`src/sv/two_class_fifo_oldest_first_defines.svh`:
```
// Assertion macros shared by the two-class FIFO RTL.
`ifndef TWO_CLASS_FIFO_OLDEST_FIRST_DEFINES_SVH
`define TWO_CLASS_FIFO_OLDEST_FIRST_DEFINES_SVH

// Check that cons holds in the same cycle as ante.
`define TCF_ASSERT_SAME(label, ante, cons, msg) \
    label: assert property (@(posedge clk) disable iff (!rst_n) (ante) |-> (cons)) \
        else $error(msg);

// Check that cons holds in the cycle after ante.
`define TCF_ASSERT_NEXT(label, ante, cons, msg) \
    label: assert property (@(posedge clk) disable iff (!rst_n) (ante) |=> (cons)) \
        else $error(msg);

`endif

```
`src/sv/tcfof_pkg.sv`:
```
// Types and constants for the two-class oldest-first FIFO.
package tcfof_pkg;

    localparam int TCF_DEPTH = 16;

    localparam logic [7:0] KIND_CLASS0 = 8'd99;
    localparam logic [7:0] KIND_CLASS1 = 8'd100;

    typedef enum logic [1:0] {
        OP_ENQ     = 2'd0,
        OP_DEQ_ANY = 2'd1,
        OP_DEQ_C0  = 2'd2,
        OP_DEQ_C1  = 2'd3
    } op_t;

    typedef enum logic [1:0] {
        ST_OK      = 2'd0,
        ST_FULL    = 2'd1,
        ST_EMPTY   = 2'd2,
        ST_BADKIND = 2'd3
    } status_t;

    typedef enum logic {
        S_IDLE = 1'b0,
        S_READ = 1'b1
    } state_t;

    typedef struct packed {
        op_t         operation;
        logic [15:0] tag;
        logic [7:0]  kind_code;
    } req_t;

    typedef struct packed {
        status_t     status;
        logic [15:0] out_tag;
        logic        out_kind;
    } rsp_t;

endpackage

```
`src/sv/two_class_fifo_oldest_first.sv`:
```
// Two-class FIFO of tags with oldest-first removal, top level.
//
// Requests arrive on req (valid/ready beat) and each produces exactly one
// response beat on rsp. An enqueue stores a tag into the class chosen by
// its kind byte; dequeues remove the head of one class, or the older head
// of the two classes by a modular arrival-stamp compare.
// Each class is a ring in its own synchronous memory of DEPTH entries
// holding the tag and its arrival stamp; heads and counts live in flops.
// Timing: an enqueue answers in the cycle after acceptance; a dequeue
// first reads both head entries from memory into registers, then picks
// and retires the head. Throughput is one enqueue per cycle while the
// receiver takes each response; no new request is taken while a dequeue
// reads its heads, since req_ready is low outside the idle state.
// Reset clears heads, counts, the arrival stamp and the response valid flag;
// the memories need no clearing since data from empty slots is never used.
// A stalled receiver holds the response register; a new request is taken
// only when idle, with the response register empty or draining now.
module two_class_fifo_oldest_first
    import tcfof_pkg::*;
#(
    parameter int DEPTH = TCF_DEPTH
) (
    input  logic clk,
    input  logic rst_n,
    input  logic req_valid,
    output logic req_ready,
    input  req_t req,
    output logic rsp_valid,
    input  logic rsp_ready,
    output rsp_t rsp
);

`include "two_class_fifo_oldest_first_defines.svh"

    localparam int AW        = (DEPTH > 1) ? $clog2(DEPTH) : 1;
    localparam int CW        = $clog2(DEPTH + 1);
    localparam int SW        = $clog2(2 * DEPTH);
    localparam int STAMP_MOD = 2 * DEPTH;
    localparam int EW        = SW + 16;

    localparam logic [CW:0]   DEPTH_C     = (CW + 1)'(DEPTH);
    localparam logic [AW-1:0] LAST_IDX    = AW'(DEPTH - 1);
    localparam logic [SW-1:0] STAMP_LAST  = SW'(STAMP_MOD - 1);
    localparam logic [SW:0]   STAMP_MOD_W = (SW + 1)'(STAMP_MOD);
    localparam logic [SW:0]   DEPTH_S     = (SW + 1)'(DEPTH);

    // Ring storage: {stamp, tag} per slot
    logic [EW-1:0] mem0 [DEPTH];
    logic [EW-1:0] mem1 [DEPTH];
    logic [EW-1:0] rdata0_reg;
    logic [EW-1:0] rdata1_reg;

    state_t        state_reg, state_next;
    op_t           op_reg, op_next;
    logic [AW-1:0] head0_reg, head0_next;
    logic [AW-1:0] head1_reg, head1_next;
    logic [CW-1:0] count0_reg, count0_next;
    logic [CW-1:0] count1_reg, count1_next;
    logic [SW-1:0] stamp_reg, stamp_next;
    logic          rsp_valid_reg, rsp_valid_next;
    rsp_t          rsp_reg, rsp_next;

    logic          req_fire;
    logic          rd_en;
    logic          wr0_en, wr1_en;
    logic [AW-1:0] wr_addr;
    logic [EW-1:0] wr_data;

    logic [CW:0]   total;
    logic [CW:0]   pos_sum;
    logic [CW:0]   pos_wrap;
    logic [AW-1:0] head_sel;
    logic [CW-1:0] count_sel;
    logic [SW-1:0] s0, s1;
    logic [SW:0]   age_diff;
    logic          c0_older;
    logic [1:0]    pick;   // [1] some class chosen, [0] which class

    assign req_ready = (state_reg == S_IDLE) && (!rsp_valid_reg || rsp_ready);
    assign req_fire  = req_valid && req_ready;
    assign rsp_valid = rsp_valid_reg;
    assign rsp       = rsp_reg;

    // Occupancy and push slot for the addressed class
    assign total     = {1'b0, count0_reg} + {1'b0, count1_reg};
    assign head_sel  = (req.kind_code == KIND_CLASS0) ? head0_reg : head1_reg;
    assign count_sel = (req.kind_code == KIND_CLASS0) ? count0_reg : count1_reg;
    assign pos_sum   = (CW + 1)'(head_sel) + {1'b0, count_sel};
    assign pos_wrap  = (pos_sum >= DEPTH_C) ? (pos_sum - DEPTH_C) : pos_sum;

    // Modular age compare of the two head stamps
    assign s0       = rdata0_reg[EW-1:16];
    assign s1       = rdata1_reg[EW-1:16];
    assign age_diff = (s1 >= s0) ? ({1'b0, s1} - {1'b0, s0})
                                 : ({1'b0, s1} + STAMP_MOD_W - {1'b0, s0});
    assign c0_older = (age_diff < DEPTH_S);

    // Choose the class to pop for the pending dequeue
    always_comb
    begin
        pick = 2'b00;
        case (op_reg)
            OP_DEQ_C0:
            begin
                pick = {(count0_reg != '0), 1'b0};
            end
            OP_DEQ_C1:
            begin
                pick = {(count1_reg != '0), 1'b1};
            end
            OP_DEQ_ANY:
            begin
                if (count0_reg != '0 && count1_reg != '0)
                    pick = {1'b1, !c0_older};
                else if (count0_reg != '0)
                    pick = 2'b10;
                else if (count1_reg != '0)
                    pick = 2'b11;
                else
                    pick = 2'b00;
            end
            default:
            begin
                pick = 2'b00;
            end
        endcase
    end

    // Next state, pointer updates and response
    always_comb
    begin
        state_next     = state_reg;
        op_next        = op_reg;
        head0_next     = head0_reg;
        head1_next     = head1_reg;
        count0_next    = count0_reg;
        count1_next    = count1_reg;
        stamp_next     = stamp_reg;
        rsp_valid_next = rsp_valid_reg && !rsp_ready;
        rsp_next       = rsp_reg;
        rd_en          = 1'b0;
        wr0_en         = 1'b0;
        wr1_en         = 1'b0;
        wr_addr        = pos_wrap[AW-1:0];
        wr_data        = {stamp_reg, req.tag};

        case (state_reg)
            S_IDLE:
            begin
                if (req_fire)
                begin
                    if (req.operation == OP_ENQ)
                    begin
                        rsp_valid_next   = 1'b1;
                        rsp_next.out_tag  = '0;
                        rsp_next.out_kind = 1'b0;
                        if (req.kind_code != KIND_CLASS0 && req.kind_code != KIND_CLASS1)
                            rsp_next.status = ST_BADKIND;
                        else if (total >= DEPTH_C)
                            rsp_next.status = ST_FULL;
                        else
                        begin
                            rsp_next.status = ST_OK;
                            if (req.kind_code == KIND_CLASS0)
                            begin
                                wr0_en      = 1'b1;
                                count0_next = count0_reg + 1'b1;
                            end
                            else
                            begin
                                wr1_en      = 1'b1;
                                count1_next = count1_reg + 1'b1;
                            end
                            stamp_next = (stamp_reg == STAMP_LAST) ? '0 : stamp_reg + 1'b1;
                        end
                    end
                    else
                    begin
                        rd_en      = 1'b1;
                        op_next    = req.operation;
                        state_next = S_READ;
                    end
                end
            end
            S_READ:
            begin
                rsp_valid_next = 1'b1;
                state_next     = S_IDLE;
                if (!pick[1])
                begin
                    rsp_next.status   = ST_EMPTY;
                    rsp_next.out_tag  = '0;
                    rsp_next.out_kind = 1'b0;
                end
                else if (!pick[0])
                begin
                    rsp_next.status   = ST_OK;
                    rsp_next.out_tag  = rdata0_reg[15:0];
                    rsp_next.out_kind = 1'b0;
                    head0_next  = (head0_reg == LAST_IDX) ? '0 : head0_reg + 1'b1;
                    count0_next = count0_reg - 1'b1;
                end
                else
                begin
                    rsp_next.status   = ST_OK;
                    rsp_next.out_tag  = rdata1_reg[15:0];
                    rsp_next.out_kind = 1'b1;
                    head1_next  = (head1_reg == LAST_IDX) ? '0 : head1_reg + 1'b1;
                    count1_next = count1_reg - 1'b1;
                end
            end
            default:
            begin
                state_next = S_IDLE;
            end
        endcase
    end

    // Control registers
    always_ff @(posedge clk or negedge rst_n)
    begin
        if (!rst_n)
        begin
            state_reg     <= S_IDLE;
            op_reg        <= OP_ENQ;
            head0_reg     <= '0;
            head1_reg     <= '0;
            count0_reg    <= '0;
            count1_reg    <= '0;
            stamp_reg     <= '0;
            rsp_valid_reg <= 1'b0;
        end
        else
        begin
            state_reg     <= state_next;
            op_reg        <= op_next;
            head0_reg     <= head0_next;
            head1_reg     <= head1_next;
            count0_reg    <= count0_next;
            count1_reg    <= count1_next;
            stamp_reg     <= stamp_next;
            rsp_valid_reg <= rsp_valid_next;
        end
    end

    // Response payload
    always_ff @(posedge clk)
    begin
        rsp_reg <= rsp_next;
    end

    // Class 0 ring memory
    always_ff @(posedge clk)
    begin
        if (wr0_en)
            mem0[wr_addr] <= wr_data;
        if (rd_en)
            rdata0_reg <= mem0[head0_reg];
    end

    // Class 1 ring memory
    always_ff @(posedge clk)
    begin
        if (wr1_en)
            mem1[wr_addr] <= wr_data;
        if (rd_en)
            rdata1_reg <= mem1[head1_reg];
    end

    // Checks
    `TCF_ASSERT_SAME(a_total_cap, 1'b1, total <= DEPTH_C, "occupancy exceeds DEPTH")
    `TCF_ASSERT_NEXT(a_deq_reads, req_fire && req.operation != OP_ENQ, state_reg == S_READ, "dequeue did not enter head read")
    `TCF_ASSERT_SAME(a_read_slot_free, state_reg == S_READ, !rsp_valid_reg, "response register busy during head read")

endmodule
```
`config.mk`:
```
export PLATFORM = sky130hd
export DESIGN_NAME = two_class_fifo_oldest_first
export DESIGN_NICKNAME = d
export VERILOG_FILES = /design/src/sv/tcfof_pkg.sv /design/src/sv/two_class_fifo_oldest_first.sv
export VERILOG_INCLUDE_DIRS = /design/src /design/src/sv
export SDC_FILE = /design/constraint.sdc
export NUM_CORES = 1
export LEC_CHECK = 0
export BUFFER_PORTS_ARGS = -buffer_cell sky130_fd_sc_hd__buf_4
export CORE_MARGIN = 5
export CORE_UTILIZATION = 40
export DETAILED_ROUTE_END_ITERATION = 8
export REMOVE_ABC_BUFFERS = 1
export SYNTH_ARGS = -nofsm -noshare
export SYNTH_HDL_FRONTEND = slang
export SYNTH_SLANG_ARGS = --single-unit
```
`constraint.sdc`:
```
create_clock -name clk -period 4.61 [get_ports clk]
set_input_delay 0.922 -clock clk [delete_from_list [all_inputs] [get_ports clk]]
set_output_delay 0.922 -clock clk [all_outputs]
set_load 0.01 [all_outputs]
```
==> flow_metrics.env <==
export IMPL_syn_area_per_cell_um2=23.2
export IMPL_worst_pin_slew_ns=1.23
export IMPL_grt_max_degree=90
export IMPL_io_buffers=50
export IMPL_synth_yosys_warnings=0
export IMPL_hold_violations=0
export IMPL_synth_seq_cells=760
export IMPL_crit_slowest_cell="xnor2_2"
export IMPL_cts_buffer_depth=3
export IMPL_r2r_start="head0_reg[1]"
export IMPL_power_leakage_nw=11.0
export IMPL_fin_worst_skew_ns=0.0219
export IMPL_clk_pin_slew_worst_paths_ns=0.07
export IMPL_final_nets=1445
export IMPL_cp_end_kind="flop"
export IMPL_outcome="finished, final reports clean"
export IMPL_drt_total_wl_um=68400
export IMPL_drive_above_1_share=0.337
export IMPL_grt_pass1_wl_um=99000
export IMPL_cts_made_buffers=79
export IMPL_yosys_area_top_type="edfxtp_1"
export IMPL_critPathTopFamily="XOR/XNOR gates"
export IMPL_io_pins=51
export IMPL_initial_core_util=0.403
export IMPL_post_drt_wl_per_cell_um=28.4
export IMPL_worstPathRequired_ns=4.96
export IMPL_cp_num_buf_inv=3
export IMPL_dr_pass1_iters=5
export IMPL_synth_most_common_cell="edfxtp_1"
export IMPL_min_path_type="in2async"
export IMPL_clk_latency_ns=0.62
export IMPL_die_h_um=281
export IMPL_place_area_um2=31800
export IMPL_postCtsSetupRepairBufs=0
export IMPL_clock_sinks=760
export IMPL_r2r_setup_slack_ns=1.32
export IMPL_rsz0062_at_grt="no"
export IMPL_gp_congestion=0.790
export IMPL_stdcell_area_um2=34300
export IMPL_syn_area_um2=29400
export IMPL_cts_resized=0
export IMPL_h_tree_depth=3
export IMPL_overflow=0
export IMPL_die_w_um=281
export IMPL_setup_worst_path_start="req[2]"
export IMPL_yosys_cell_types_count=52
export IMPL_hold_buffers=0
export IMPL_synth_edf_count=733
export IMPL_syn_inst=1267
export IMPL_power_density_nw_per_um2=568
export IMPL_async_flop_share=0.0355
export IMPL_die_area_um2=79100
export IMPL_coreArea_um2=73000
export IMPL_synth_common_cells="733 x edfxtp_1, 210 x mux4_2, 36 x clkbuf_1, 27 x dfrtp_1, 22 x ha_1"
export IMPL_antenna_found_initial=1
export IMPL_cpMostUsedCell="buf_4"
export IMPL_synth_seq_area_share=0.771
export IMPL_crit_type="in2reg"
export IMPL_drv_cap=0
export IMPL_ys_flop_type="edfxtp_1"
export IMPL_drcViolationCount=0
export IMPL_ant_nets=0
export IMPL_grt_total_usage=0.175
export IMPL_ys_top_cells_by_area="edfxtp_1 75%, mux4_2 16%, dfrtp_1 2.3%"
export IMPL_irDropWorstVdd_mv=0.459
export IMPL_max_stage_delay_ns=0.99
export IMPL_power_mw=19.5
export IMPL_startpoint_type="primary input"
export IMPL_slew_violations=0
export IMPL_routed_via_density=5.67
export IMPL_setup_violations_final=0
export IMPL_netlist_area_leader_share=0.748
export IMPL_root_buffer="clkbuf_16"
export IMPL_grt_pass1_vias=13802
export IMPL_fin_crit_ns=3.75
export IMPL_fmax_ghz=0.266
export IMPL_top_regs="mem0 x336, mem1 x336"
export IMPL_fin_crit_sh=0.814
export IMPL_cp_cell_sequence="buf_4 -> and3b_1 -> nand4_1 -> buf_4 -> mux2_2 -> ha_1 -> fa_1 -> xnor2_2 -> nor4_2 -> buf_12"
export IMPL_area_delta_synth_final_pct=16.6
export IMPL_dpl_hpwl_um=41500
export IMPL_rows=99
export IMPL_cts_tree="done"
export IMPL_path_max_fanout=21
export IMPL_route_vias_total=13678
export IMPL_relSlewSlack=0.177
export IMPL_worstPathArrival_ns=4.11
export IMPL_drt_iter0_markers=1509
[layout make-up]
| type | count | area [µm²] |
|---|---|---|
| Sequential cell | 760 | 22700 |
| Inverter | 14 | 52.6 |
| Antenna cell | 2 | 5.00 |
| Fill cell | 5840 | 38600 |
| Timing Repair Buffer | 104 | 1210 |
| Tap cell | 959 | 1200 |
| Multi-Input combinational cell | 431 | 6650 |
| Clock buffer | 107 | 2230 |
| Clock inverter | 36 | 263 |
[final timing paths]
| path | endpoint | cells after the start |
|---|---|---|
| max | mem0[15][10] | 10 |
| min | rsp_valid | 1 |
| max reg2reg | mem0[1][3] | 7 |
| min reg2reg | count0_reg[4] | 1 |
| max in group asynchronous | head1_reg[1] | 1 |
| min in group clk | count0_reg[4] | 1 |
[where the power goes]
part | switching [mW] | internal (mW)
Sequential | 0.189 | 7.87
Clock | 2.58 | 3.56
Combinational | 3.09 | 2.20
Total | 5.86 | 13.6
[worst register-to-register path, cell delays in order (launching register included)]
cell and delay (ns):
dfrtp_4 0.59, mux2_2 0.33, ha_1 0.28, a21o_1 0.16, a21oi_1 0.28, xor2_2 0.95, nor4_2 0.19, buf_12 0.23
[metrics by stage]
stage | utilization | hold WS (ns) | TNS, ns | setup WS, ns | std cells
after global placement | 0.436 | 0.488 | 0 | 0.356 | 2268
after detailed placement | 0.436 | 0.489 | 0 | 0.240 | 2268
after CTS | 0.470 | 0.195 | 0 | 0.869 | 2411
final | 0.470 | 0.218 | 0 | 0.857 | 2413
after floorplan | - | 0.463 | -1561.55 | -2.76 | 1205
after global routing | 0.470 | 0.230 | 0 | 0.710 | 2411
[metal layers]
metal | global-route usage | vias to the layer above | wire (µm)
met5 | 0 | - | 0
met2 | 0.261 | 533 | 31300
li1 | - | 5661 | -
met1 | 0.262 | 7405 | 29800
met4 | 0.0442 | 0 | 1220
met3 | 0.0415 | 79 | 6070
[kinds of logic (layout without fill, tap and decap cells)]
group                      count (synthesis)  after routing  synth area share
xor gates and xnor gates                  19             19           0.00565
AOI/OAI and AO/OA                         63             63            0.0168
adders and majority gates                 25             25            0.0114
DFF                                      760            760             0.771
other                                      0              2                 0
muxes                                    226            226             0.167
and+or+nand+nor                           98             98            0.0180
buffers and inverters                     76            261            0.0105
[placed cells by master, fill, tap and decap left out, types with 16 or more instances in the layout]
cell	count
edfxtp_1	733
mux4_2	210
clkbuf_16	84
buf_4	70
buf_12	34
ha_1	22
dfrtp_1	21
nand2_1	19
clkbuf_1	19
a22o_1	18
nor3_2	16
nor4_2	16
No activity file was read; power rests on OpenSTA's default activity.
